### src/hdl/assert_macros.svh
// ----------------------------------------------------------------------------
// assert_macros.svh
// Concurrent assertion shorthands included by the decoder unit.
// ----------------------------------------------------------------------------
`ifndef ASSERT_MACROS_SVH
`define ASSERT_MACROS_SVH

// Checks a property on every rising clock edge while the active-low reset is
// released.
`define ASSERT_CLK_RSTN(lbl, clk, rstn, prop, msg) \
  lbl: assert property (@(posedge clk) disable iff (!(rstn)) (prop)) else $error(msg);

// Checks a property on every rising clock edge, reset included.
`define ASSERT_CLK(lbl, clk, prop, msg) \
  lbl: assert property (@(posedge clk) (prop)) else $error(msg);

`endif

### src/hdl/sfcd_pkg.sv
// ----------------------------------------------------------------------------
// sfcd_pkg
// Types, constants and the CRC-8 byte update shared by the frame decoder.
// ----------------------------------------------------------------------------
`default_nettype none

package sfcd_pkg;

  localparam logic [7:0] CRC_INIT = 8'hFF;
  localparam logic [7:0] CRC_POLY = 8'h31;

  // Width of the scaled products (17500 * 65535 fits in 31 bits).
  localparam int unsigned PROD_W = 31;
  localparam int unsigned QUOT_W = 16;

  localparam logic [14:0] TEMP_SCALE  = 15'd17500;
  localparam logic [13:0] HUMID_SCALE = 14'd10000;
  localparam logic [14:0] TEMP_OFFSET = 15'd4500;

  // Position of a byte within the six-byte measurement frame.
  typedef enum logic [2:0] {
    POS_T_HI  = 3'd0,
    POS_T_LO  = 3'd1,
    POS_T_CRC = 3'd2,
    POS_H_HI  = 3'd3,
    POS_H_LO  = 3'd4,
    POS_H_CRC = 3'd5
  } byte_pos_e;

  // One byte of CRC-8, MSB first, no final xor.
  function automatic logic [7:0] crc8_byte(input logic [7:0] crc, input logic [7:0] data);
    logic [7:0] c;
    c = crc ^ data;
    for (int i = 0; i < 8; i++) begin
      c = c[7] ? ((c << 1) ^ CRC_POLY) : (c << 1);
    end
    return c;
  endfunction

endpackage

`default_nettype wire

### src/hdl/sfcd_div65535.sv
// ----------------------------------------------------------------------------
// sfcd_div65535
// Floor division of a product by 65535 without a divider.
// ----------------------------------------------------------------------------
`default_nettype none

module sfcd_div65535 (
  input  wire logic [sfcd_pkg::PROD_W-1:0] num_i,
  output logic      [sfcd_pkg::QUOT_W-1:0] quot_o
);
  import sfcd_pkg::*;

  logic [31:0]       num_ext;
  logic [31:0]       est_sum;
  logic [QUOT_W-1:0] quot_est;
  logic [31:0]       est_prod;
  logic [31:0]       rem_full;
  logic [16:0]       rem;

  // n/65535 is n/65536 * (1 + 2^-16 + ...); the first two terms give an
  // estimate that is low by at most one, fixed by one remainder compare.
  assign num_ext  = {{(32-PROD_W){1'b0}}, num_i};
  assign est_sum  = num_ext + (num_ext >> 16);
  assign quot_est = est_sum[31:16];
  assign est_prod = {quot_est, 16'h0000} - {16'h0000, quot_est};
  assign rem_full = num_ext - est_prod;
  assign rem      = rem_full[16:0];

  assign quot_o = quot_est + {{(QUOT_W-1){1'b0}}, (rem >= 17'd65535)};

endmodule

`default_nettype wire

### src/hdl/sensor_frame_crc_decoder_unit.sv
// ----------------------------------------------------------------------------
// sensor_frame_crc_decoder_unit
// Six-byte sensor frame decoder with CRC-8 checks and fixed-point scaling.
// ----------------------------------------------------------------------------
// The slave stream carries one frame byte per transaction in tdata; tuser
// marks the first byte of a frame and forces the byte counter back to zero.
// A frame is temperature high, low, CRC, then humidity high, low, CRC. Each
// word is checked with CRC-8 (polynomial 0x31, initial value 0xFF).
// The master stream carries one result transaction per complete frame: both
// raw words, the converted values in hundredths and the three CRC flags.
// After its sixth byte is accepted, a result passes through the product register
// and then the result register before it leaves the block.
// A byte can be accepted every cycle while the product register can move on;
// the CRC covers the full byte at once; scaling uses two constant multipliers.
// When the receiver stalls, the result register holds its transaction and
// the product register can still take one more frame; bytes that complete no
// frame keep flowing as long as that register has room.
// Reset empties both registers, sets the byte counter to the first position
// and the running CRC to 0xFF; the block is ready right after reset.
// ----------------------------------------------------------------------------
`default_nettype none
`include "assert_macros.svh"

module sensor_frame_crc_decoder_unit (
  input  wire logic        clk_i,
  input  wire logic        rst_ni,
  // Slave side: tdata[7:0] = rx_byte.
  input  wire logic        s_axis_tvalid,
  output logic             s_axis_tready,
  input  wire logic [7:0]  s_axis_tdata,
  // tuser[0] = frame_start.
  input  wire logic        s_axis_tuser,
  // Master side, from bit 0 up: temp_centi[14:0], humid_centi[28:15],
  // temp_raw[44:29], humid_raw[60:45], temp_crc_ok[61], humid_crc_ok[62],
  // frame_ok[63].
  output logic             m_axis_tvalid,
  input  wire logic        m_axis_tready,
  output logic [63:0]      m_axis_tdata
);
  import sfcd_pkg::*;

  // Frame assembly state.
  byte_pos_e   byte_pos_q, byte_pos_d;
  logic [7:0]  crc_q, crc_d;
  logic [15:0] temp_word_q, temp_word_d;
  logic [15:0] humid_word_q, humid_word_d;
  logic        temp_ok_q, temp_ok_d;

  // Product register: filled by the last byte of a frame.
  logic              prod_valid_q, prod_valid_d;
  logic [PROD_W-1:0] temp_prod_q;
  logic [PROD_W-1:0] humid_prod_q;
  logic [15:0]       prod_temp_raw_q;
  logic [15:0]       prod_humid_raw_q;
  logic              prod_temp_ok_q;
  logic              prod_humid_ok_q;

  // Result register.
  logic        res_valid_q, res_valid_d;
  logic [14:0] res_temp_q;
  logic [13:0] res_humid_q;
  logic [15:0] res_temp_raw_q;
  logic [15:0] res_humid_raw_q;
  logic        res_temp_ok_q;
  logic        res_humid_ok_q;

  logic        in_xfer;
  logic        res_adv;
  logic        prod_adv;
  byte_pos_e   pos_eff;
  logic        frame_done;
  logic        humid_ok;
  logic [7:0]  rx_byte;
  logic [QUOT_W-1:0] temp_quot;
  logic [QUOT_W-1:0] humid_quot;
  logic [14:0] temp_centi;

  assign rx_byte = s_axis_tdata;

  // The result register moves on when it is empty or being read; the product
  // register moves on when the result register does or when it is empty.
  assign res_adv       = !res_valid_q || m_axis_tready;
  assign prod_adv      = !prod_valid_q || res_adv;
  assign s_axis_tready = prod_adv;
  assign in_xfer       = s_axis_tvalid && s_axis_tready;

  // A start flag or an out-of-range count both restart at the first byte.
  always_comb begin
    if (s_axis_tuser || (byte_pos_q > POS_H_CRC)) begin
      pos_eff = POS_T_HI;
    end else begin
      pos_eff = byte_pos_q;
    end
  end

  assign humid_ok   = (crc_q == rx_byte);
  assign frame_done = in_xfer && (pos_eff == POS_H_CRC);

  always_comb begin
    byte_pos_d   = byte_pos_q;
    crc_d        = crc_q;
    temp_word_d  = temp_word_q;
    humid_word_d = humid_word_q;
    temp_ok_d    = temp_ok_q;
    if (in_xfer) begin
      unique case (pos_eff)
        POS_T_HI: begin
          crc_d       = crc8_byte(CRC_INIT, rx_byte);
          temp_word_d = {rx_byte, temp_word_q[7:0]};
          byte_pos_d  = POS_T_LO;
        end
        POS_T_LO: begin
          crc_d       = crc8_byte(crc_q, rx_byte);
          temp_word_d = {temp_word_q[15:8], rx_byte};
          byte_pos_d  = POS_T_CRC;
        end
        POS_T_CRC: begin
          temp_ok_d  = (crc_q == rx_byte);
          crc_d      = CRC_INIT;
          byte_pos_d = POS_H_HI;
        end
        POS_H_HI: begin
          crc_d        = crc8_byte(CRC_INIT, rx_byte);
          humid_word_d = {rx_byte, humid_word_q[7:0]};
          byte_pos_d   = POS_H_LO;
        end
        POS_H_LO: begin
          crc_d        = crc8_byte(crc_q, rx_byte);
          humid_word_d = {humid_word_q[15:8], rx_byte};
          byte_pos_d   = POS_H_CRC;
        end
        default: begin
          crc_d      = CRC_INIT;
          byte_pos_d = POS_T_HI;
        end
      endcase
    end
  end

  always_ff @(posedge clk_i or negedge rst_ni) begin
    if (!rst_ni) begin
      byte_pos_q   <= POS_T_HI;
      crc_q        <= CRC_INIT;
      temp_word_q  <= '0;
      humid_word_q <= '0;
      temp_ok_q    <= 1'b0;
    end else begin
      byte_pos_q   <= byte_pos_d;
      crc_q        <= crc_d;
      temp_word_q  <= temp_word_d;
      humid_word_q <= humid_word_d;
      temp_ok_q    <= temp_ok_d;
    end
  end

  // Product register. The words are complete before the last CRC byte, so
  // the multipliers read the assembly registers directly.
  always_comb begin
    prod_valid_d = prod_valid_q;
    if (prod_adv) begin
      prod_valid_d = frame_done;
    end
  end

  always_ff @(posedge clk_i or negedge rst_ni) begin
    if (!rst_ni) begin
      prod_valid_q <= 1'b0;
    end else begin
      prod_valid_q <= prod_valid_d;
    end
  end

  // Both operands are widened first so the full product is kept.
  always_ff @(posedge clk_i) begin
    if (frame_done) begin
      temp_prod_q      <= PROD_W'(TEMP_SCALE) * PROD_W'(temp_word_q);
      humid_prod_q     <= PROD_W'(HUMID_SCALE) * PROD_W'(humid_word_q);
      prod_temp_raw_q  <= temp_word_q;
      prod_humid_raw_q <= humid_word_q;
      prod_temp_ok_q   <= temp_ok_q;
      prod_humid_ok_q  <= humid_ok;
    end
  end

  // Scaling: floor(product / 65535) for each word.
  sfcd_div65535 u_temp_div (
    .num_i  (temp_prod_q),
    .quot_o (temp_quot)
  );

  sfcd_div65535 u_humid_div (
    .num_i  (humid_prod_q),
    .quot_o (humid_quot)
  );

  assign temp_centi = temp_quot[14:0] - TEMP_OFFSET;

  // Result register.
  always_comb begin
    res_valid_d = res_valid_q;
    if (res_adv) begin
      res_valid_d = prod_valid_q;
    end
  end

  always_ff @(posedge clk_i or negedge rst_ni) begin
    if (!rst_ni) begin
      res_valid_q <= 1'b0;
    end else begin
      res_valid_q <= res_valid_d;
    end
  end

  always_ff @(posedge clk_i) begin
    if (res_adv && prod_valid_q) begin
      res_temp_q      <= temp_centi;
      res_humid_q     <= humid_quot[13:0];
      res_temp_raw_q  <= prod_temp_raw_q;
      res_humid_raw_q <= prod_humid_raw_q;
      res_temp_ok_q   <= prod_temp_ok_q;
      res_humid_ok_q  <= prod_humid_ok_q;
    end
  end

  assign m_axis_tvalid = res_valid_q;
  assign m_axis_tdata  = {res_temp_ok_q && res_humid_ok_q, res_humid_ok_q, res_temp_ok_q,
                          res_humid_raw_q, res_temp_raw_q, res_humid_q, res_temp_q};

  // The byte counter never leaves the six frame positions.
  `ASSERT_CLK_RSTN(a_pos_range, clk_i, rst_ni, byte_pos_q <= POS_H_CRC, "byte position out of range")

  // The last byte of a frame always lands in the product register.
  `ASSERT_CLK_RSTN(a_frame_to_prod, clk_i, rst_ni, frame_done |=> prod_valid_q,
                   "completed frame not captured")

  // The humidity scaling never exceeds full scale.
  `ASSERT_CLK_RSTN(a_humid_range, clk_i, rst_ni,
                   m_axis_tvalid |-> (m_axis_tdata[28:15] <= 14'd10000),
                   "humidity out of range")

  // The temperature scaling never exceeds its top value.
  `ASSERT_CLK_RSTN(a_temp_quot_range, clk_i, rst_ni,
                   prod_valid_q |-> (temp_quot <= 16'd17500),
                   "temperature quotient out of range")

endmodule

`default_nettype wire

### config.mk
export PLATFORM = sky130hd
export DESIGN_NAME = sensor_frame_crc_decoder_unit
export DESIGN_NICKNAME = d
export VERILOG_FILES = /design/src/hdl/sfcd_pkg.sv /design/src/hdl/sfcd_div65535.sv /design/src/hdl/sensor_frame_crc_decoder_unit.sv
export VERILOG_INCLUDE_DIRS = /design/src /design/src/hdl
export SDC_FILE = /design/constraint.sdc
export NUM_CORES = 1
export LEC_CHECK = 0
export CAP_MARGIN = 20
export CORE_MARGIN = 2
export CORE_UTILIZATION = 60
export DETAILED_ROUTE_END_ITERATION = 6
export DONT_BUFFER_PORTS = 1
export PLACE_DENSITY = 0.87
export SYNTH_ARGS = -nofsm -noshare
export SYNTH_HDL_FRONTEND = slang
export SYNTH_HIERARCHICAL = 1
export SYNTH_SLANG_ARGS = --single-unit
### constraint.sdc
create_clock -name clk_i -period 21 [get_ports clk_i]
set_clock_uncertainty 0.05 [all_clocks]
set_input_delay 4.2 -clock clk_i [delete_from_list [all_inputs] [get_ports clk_i]]
set_output_delay 4.2 -clock clk_i [all_outputs]
set_load 0.01 [all_outputs]
* Word level (Yosys, flattened, before mapping)
Cells that the tools add are included.
** Storage, ports and cells
- Register bits :: 198
- Bits of input ports :: 13
- Output and inout port bits :: 66
- Word-level logic and storage cells :: 101
** Operators by class
- Add/sub/neg operators :: 9
- Multipliers :: 2
- Magnitude comparators :: 3
- Equal/unequal tests :: 6
- Muxes and demuxes :: 21
- Bitwise operators :: 22
- Reduce and logical (&&, ||, !) cells :: 17
** Operators with widths (number)
- 6-bit two-way mux :: 16
- 16-bit one-hot mux with 2 select lines :: 2
- 3-bit NOT :: 16
- 17-bit by 16-bit >= comparator with 1-bit output (second input constant) :: 2
- 17-bit subtractor :: 2
- 31-bit by 15-bit adder with 32-bit output :: 1
- 30-bit by 14-bit adder with 31-bit output :: 1
- 13-bit by 16-bit multiplier with 29-bit output (first input constant) :: 1
- 10-bit by 16-bit multiplier with 26-bit output (first input constant) :: 1
- 17-bit by 15-bit subtractor with 17-bit output :: 1
- 17-bit by 16-bit subtractor with 17-bit output :: 1
- 8-bit one-hot mux with 2 select lines :: 1
- 15-bit by 1-bit adder with 15-bit output :: 1
- 3-bit one-hot mux with 5 select lines :: 1
- 15-bit by 13-bit subtractor with 15-bit output (second input constant) :: 1
- 14-bit by 1-bit adder with 14-bit output :: 1
- 3-bit AND reduction :: 4
- 8-bit equality test :: 1
- 8-bit NOT :: 1
- 8-bit bitwise XOR :: 1
- 3-bit by 2-bit equality test with 1-bit output (second input constant) :: 2
- 3-bit equality test (second input constant) :: 2
- 1-bit logical AND :: 4
- 1-bit NOT :: 4
- other kinds (8) :: 12

* Logic depth before layout (Yosys ltp)
Gate-level depths: netlist of run 1.
- Word-level depth :: 18
- Depth in mapped cells :: 36
- Mapped depth without buffers :: 34

* By module
The synthesis of run 1 kept the hierarchy.
** Modules (own cells, without submodules)
- sensor_frame_crc_decoder_unit :: times used 1, cells an instance 1076, area each 12958.7 um2, seq. area each 5575.3 um2
- sfcd_div65535 :: times used 2, cells an instance 268, area each 1920.6 um2, seq. area each 0.0 um2

* Worst setup path before layout of run 1
Ideal clock, no wire load.
- Kind :: input to register
- From :: input port m_axis_tready
- To :: register humid_prod_q[10], enable pin
- Library setup time :: 0.630 ns
- Data arrival time :: 10.760 ns
- Required time :: 20.320 ns
- Path slack :: 9.561 ns
- Cell stages on the path :: 6
- Buffers on the path :: 2
- Cell sequence :: nand3b_1 > and2_1 > clkbuf_1 > clkbuf_1 > nand2_1 > nor3_1
** On the way
- Word-level cells in the longest chain between the ends :: 4
** RTL lines
- start, declared :: line sensor_frame_crc_decoder_unit.sv:37 : input wire logic m_axis_tready,
- 1-bit logical OR :: line sensor_frame_crc_decoder_unit.sv:82 : assign res_adv = !res_valid_q || m_axis_tready;
- 1-bit logical OR :: line sensor_frame_crc_decoder_unit.sv:83 : assign prod_adv = !prod_valid_q || res_adv;
- 1-bit logical AND :: line sensor_frame_crc_decoder_unit.sv:85 : assign in_xfer = s_axis_tvalid && s_axis_tready;
- 1-bit logical AND :: line sensor_frame_crc_decoder_unit.sv:97 : assign frame_done = in_xfer && (pos_eff == POS_H_CRC);
- via frame_done :: line sensor_frame_crc_decoder_unit.sv:71 : logic frame_done;
- end signal, assigned :: line sensor_frame_crc_decoder_unit.sv:177 : humid_prod_q <= PROD_W'(HUMID_SCALE) * PROD_W'(humid_word_q);
- end, declared :: line sensor_frame_crc_decoder_unit.sv:52 : logic [PROD_W-1:0] humid_prod_q;
The timed path passes the listed nets, and every way through them passes these cells.
A chain may end at the register's enable or synchronous reset.

* Worst setup path after layout of run 1
- From :: input port m_axis_tready
- To :: output port s_axis_tready
** On the way
- Word-level cells in the longest chain between the ends :: 2
** RTL lines
- 1-bit logical OR :: line sensor_frame_crc_decoder_unit.sv:82
- 1-bit logical OR :: line sensor_frame_crc_decoder_unit.sv:83
- end, declared :: line sensor_frame_crc_decoder_unit.sv:29 : output logic s_axis_tready,
Every way passes these cells.

==> impl_metrics.yaml, run 1 <==
run_status:
  status: "finished with violations"
  violations: "design-rule violations"
timing:
  rsz0062_at_grt: "false"
  min_period_ns: 8.70
  finalCritPeriodShare_pct: 41.4
  finalHoldViolations: 0
  fin_setup_tns_ns: 0
  report.final.slew_viol_count: 0
  final-setup-viol-count: 0
  worst_pin_slew_ns: 0.931
  slew_headroom_pct: 37.9
  max_freq_mhz: 115
synth:
  syn_avg_cell_area_um2: 10.4
  ys_warn_count: 6
  synth_cells: 1607
  syn_area_um2: 16800
drt:
  drc: 3
  dr.pass1.iters: 7
  drt.antenna.violating_nets: 0
  routed_wirelength_mm: 34.5
  via_per_inst: 5.84
  dr.first_iter.drc_count: 971
  avgRoutedWirePerCell_um: 17.3
  vias: 11679
worst_setup_path:
  reg2reg_slack_ns: 13.02
  cp.depth: 1
  crit_slowest_cell: "nand3b_1"
  critPathLaunch: "m_axis_tready"
  crit_fanout: 4
  crit_required_ns: 16.75
  cp.arrival_ns: 4.45
  cp_num_buf_inv: 0
  start_kind: "input port"
  cp_top_family: "simple AND/OR/NAND/NOR gates"
  r2r-end: "res_temp_q[14]"
  reg2reg_from: "temp_prod_q[30]"
  slowest_delay_ns: 0.25
  critPathCaptureType: "primary output"
  rr_worst_depth: 31
  path_class: "in2out"
  endpoint: "s_axis_tready"
  crit_chain: "nand3b_1"
global_route:
  grt_max_degree: 64
  grt.total_usage_pct: 24.3
  grt_pass1_wl_mm: 56.2
  overflow: 0
  antenna_found_initial: 0
  grt_pass1_vias: 11716
flow_run:
  max_cap_viol_count: 0
floorplan:
  die_y_um: 171
  pin_count: 79
  core.rowCount: 61
  die_width_um: 171
  fp.coreArea_um2: 27600
  dieArea_um2: 29300
  initial_core_util_pct: 60.7
clock_tree:
  clock_latency_ns: 0.47
  cts-htree-levels: 4
  postCtsHoldBufs: 0
  tritoncts: "done"
  postCtsSetupBuffers: 0
  clockBufferDepth: 2
  cts_buffers: 17
  root_buffer: "clkbuf_16"
  clk_pin_slew_worst_paths_ns: 0.08
  cts.sinks: 193
  cts.repair.resized: 0
placement:
  gp_congestion: 0.963
  dp_cells: 1967
  dp_hpwl_mm: 26.6
  portBuffers: 0
final_layout:
  nNetsFinal: 1944
  mostFrequentLayoutCells: "ha_1, inv_1, edfxtp_1"
  final_common_cell: "ha_1"
  nFillCells: 2037
  final_cells: 1999
  area_growth_pct: 6.06
  diodes: 0
  drive_above_1_share_pct: 6.05
worst_hold_path:
  min_path_type: "reg2reg"
layout make-up:
type / instances / area (um2) / area share, %
inverter: 231 / 867 / 4.88
sequential: 193 / 5580 / 31.4
clock inverter: 15 / 224 / 1.26
timing repair buffer: 2 / 15.0 / 0.0845
tap: 378 / 473 / 2.66
multi-input combinational: 1163 / 10200 / 57.4
clock buffer: 17 / 425 / 2.39
registers in the layout, summed over array words and instances (netlist names), 3 cells and up:
register          count
crc_q                 8
byte_pos_q            3
humid_word_q         16
humid_prod_q         22
prod_temp_raw_q      16
temp_prod_q          28
temp_word_q          16
res_temp_q           15
prod_humid_raw_q     16
res_humid_q          14
res_temp_raw_q       16
res_humid_raw_q      16
worst min path at each step:
stage                     cells after the start            endpoint                start  slack [ns]
after floorplan                               0      res_humid_ok_q      prod_humid_ok_q        0.35
after global placement                        0  res_temp_raw_q[14]  prod_temp_raw_q[14]        0.35
after detailed placement                      0  res_temp_raw_q[14]  prod_temp_raw_q[14]        0.36
after CTS                                     0   res_temp_raw_q[2]   prod_temp_raw_q[2]        0.37
after global routing                          0  res_humid_raw_q[4]  prod_humid_raw_q[4]        0.38
final                                         0   res_temp_raw_q[2]   prod_temp_raw_q[2]        0.37
metrics by stage:
step | hold WS, ns | cell area (um2) | util, % | setup WS, ns
after floorplan | 0.350 | 16800 | - | 9.56
after global placement | 0.353 | 17100 | 62.0 | 12.31
after detailed placement | 0.355 | 17100 | 62.0 | 12.29
after CTS | 0.374 | 17800 | 64.3 | 12.29
after global routing | 0.381 | 17800 | 64.3 | 12.28
final | 0.371 | 17800 | 64.3 | 12.30
routing by layer:
layer	share of wire, %	vias to the layer above	GRT usage (%)
met5	0	-	0
met4	2.8	0	9.32
met3	5.1	89	4.58
met2	49	370	41.2
met1	44	5646	30.9
li1	-	5574	-
Power of run 1 is not shown: default switching activity piles up to over one toggle a cycle in this logic, so the estimate is an artifact.
==> run 2, diff against run 1 <==
==> constraint.sdc (replaced) <==
create_clock -name clk_i -period 8.3 [get_ports clk_i]
set_clock_uncertainty 0.05 [all_clocks]
set_input_delay 1.66 -clock clk_i [delete_from_list [all_inputs] [get_ports clk_i]]
set_output_delay 1.66 -clock clk_i [all_outputs]
set_load 0.01 [all_outputs]
==> run 2 against run 1 <==
  * The run now ends clean
  * Design area shrank 0.56%
  * Critical path depth grew 30
  * Clock-buffer cell count grew 4
  * Non-clock buffer count shrank 1
  * Wire length grew 1.7%
  * First-iteration DRC count shrank 24%
  * Register-to-register slack lost 12 ns
  * Cell count is essentially flat
  * Global-route usage grew 0.71 points
  * Setup slack lost 12 ns
  * Largest cell class unchanged
==> impl_metrics.yaml, run 2 (synthesized netlist as in run 1, its figures left out) <==
clock_tree:
  postCtsHoldBufs: 0
  clk_pin_slew_worst_paths_ns: 0.07
  cts.repair.resized: 0
  root_buffer: "clkbuf_16"
  tritoncts: "done"
  cts-htree-levels: 4
  postCtsSetupBuffers: 0
  cts.sinks: 193
  clock_latency_ns: 0.45
  clockBufferDepth: 2
  cts_buffers: 17
worst_setup_path:
  start_kind: "flip-flop"
  cp.arrival_ns: 7.77
  crit_required_ns: 8.45
  path_class: "reg2reg"
  critPathCaptureType: "flip-flop"
  crit_fanout: 16
  crit_slowest_cell: "edfxtp_1"
  cp_num_buf_inv: 0
  critPathLaunch: "temp_prod_q[29]"
  slowest_delay_ns: 0.50
  reg2reg_from: "temp_prod_q[29]"
  cp_top_family: "simple AND/OR/NAND/NOR gates"
drt:
  vias: 11585
  drc: 0
  dr.pass1.iters: 5
  routed-wl-met3_mm: 1.77
  drt.antenna.violating_nets: 0
  topRoutingLayerUsed: "met4"
  dr.first_iter.drc_count: 741
  m1WireLength_mm: 15.1
  routed_wirelength_mm: 35.1
  avgRoutedWirePerCell_um: 17.5
  wl_met2_mm: 17.2
  via_per_inst: 5.80
timing:
  report.final.slew_viol_count: 0
  fin_setup_tns_ns: 0
  slew_headroom_pct: 27.1
  finalCritPeriodShare_pct: 91.8
  min_period_ns: 7.62
  worst_pin_slew_ns: 1.09
  final-setup-viol-count: 0
  finalHoldViolations: 0
  max_freq_mhz: 131
  rsz0062_at_grt: "false"
global_route:
  grt_pass1_wl_mm: 57.5
  overflow: 0
  grt_pass1_vias: 11916
  grt_max_degree: 85
  grt.total_usage_pct: 25.0
  antenna_found_initial: 0
floorplan:
  initial_core_util_pct: 60.7
  die_width_um: 171
  dieArea_um2: 29300
  die_y_um: 171
  pin_count: 79
  fp.coreArea_um2: 27600
  core.rowCount: 61
final_layout:
  drive_above_1_share_pct: 5.86
  largest-register: "temp_prod_q"
  diodes: 0
  largest_registers: "temp_prod_q (28), humid_prod_q (22)"
  largest_register_ffs: 28
  post-route-util_pct: 64.0
  final_common_cell: "ha_1"
  area_growth_pct: 5.47
  nFillCells: 2084
  nNetsFinal: 1943
  mostFrequentLayoutCells: "ha_1, inv_1, edfxtp_1"
run_status:
  status: "complete, no violations"
flow_run:
  max_cap_viol_count: 0
placement:
  portBuffers: 0
  dp_hpwl_mm: 27.1
  gp_congestion: 0.916
worst_hold_path:
  min_path_type: "reg2reg"
  hp-start: "prod_humid_raw_q[6]"
## run 2: cell count changes in the layout (fill, tap and decap cells not counted), moves of 2 or more
cell        before  now
inv_16           2    0
inv_4            0    2
clkinv_2         0    2
clkbuf_1         0    2
clkinv_8         2    0
inv_12           7    0
clkinv_4         0    2
clkinvlp_4       0    2
inv_6            3    1
## run 2: path summary, 6_finish.rpt
check	end	slack, ns	cells past startpoint
worst max-delay path	res_temp_q[14]	0.68	31
worst min-delay path	res_humid_raw_q[6]	0.36	0
worst max register to register	res_temp_q[14]	0.68	31
worst min register to register	res_humid_raw_q[6]	0.36	0
max in group asynchronous	crc_q[4]	7.17	0
min in group asynchronous	m_axis_tvalid	0.85	0
## run 2: layout make-up
type                            count  area, um2  area share [%]
Sequential cell                   193       5580            31.5
Clock inverter                     11       78.8           0.446
Tap cell                          378        473            2.68
Multi-Input combinational cell   1163      10200            57.7
Inverter                          231        867            4.90
Clock buffer                       21        472            2.67
Timing Repair Buffer                1       7.51          0.0425
## run 2: metrics by stage
stage          cell area (um2)  setup slack, ns  cells  hold slack, ns
5_1_grt                  17700            0.125   1998           0.381
4_1_cts                  17700            0.541   1998           0.368
3_3_place_gp             17100            0.730   1966           0.353
2_1_floorplan            16800             1.42   1623           0.350
3_5_place_dp             17100            0.566   1966           0.355
6_report                 17700            0.680   1998           0.365
## run 2: metal layers
layer / vias to the layer above / global-route usage [%]
li1: 5577 / -
met1: 5589 / 31.9
met4: 0 / 9.17
met5: - / 0
met2: 351 / 43.4
met3: 68 / 3.54
Power of run 2 is left out for the same reason.
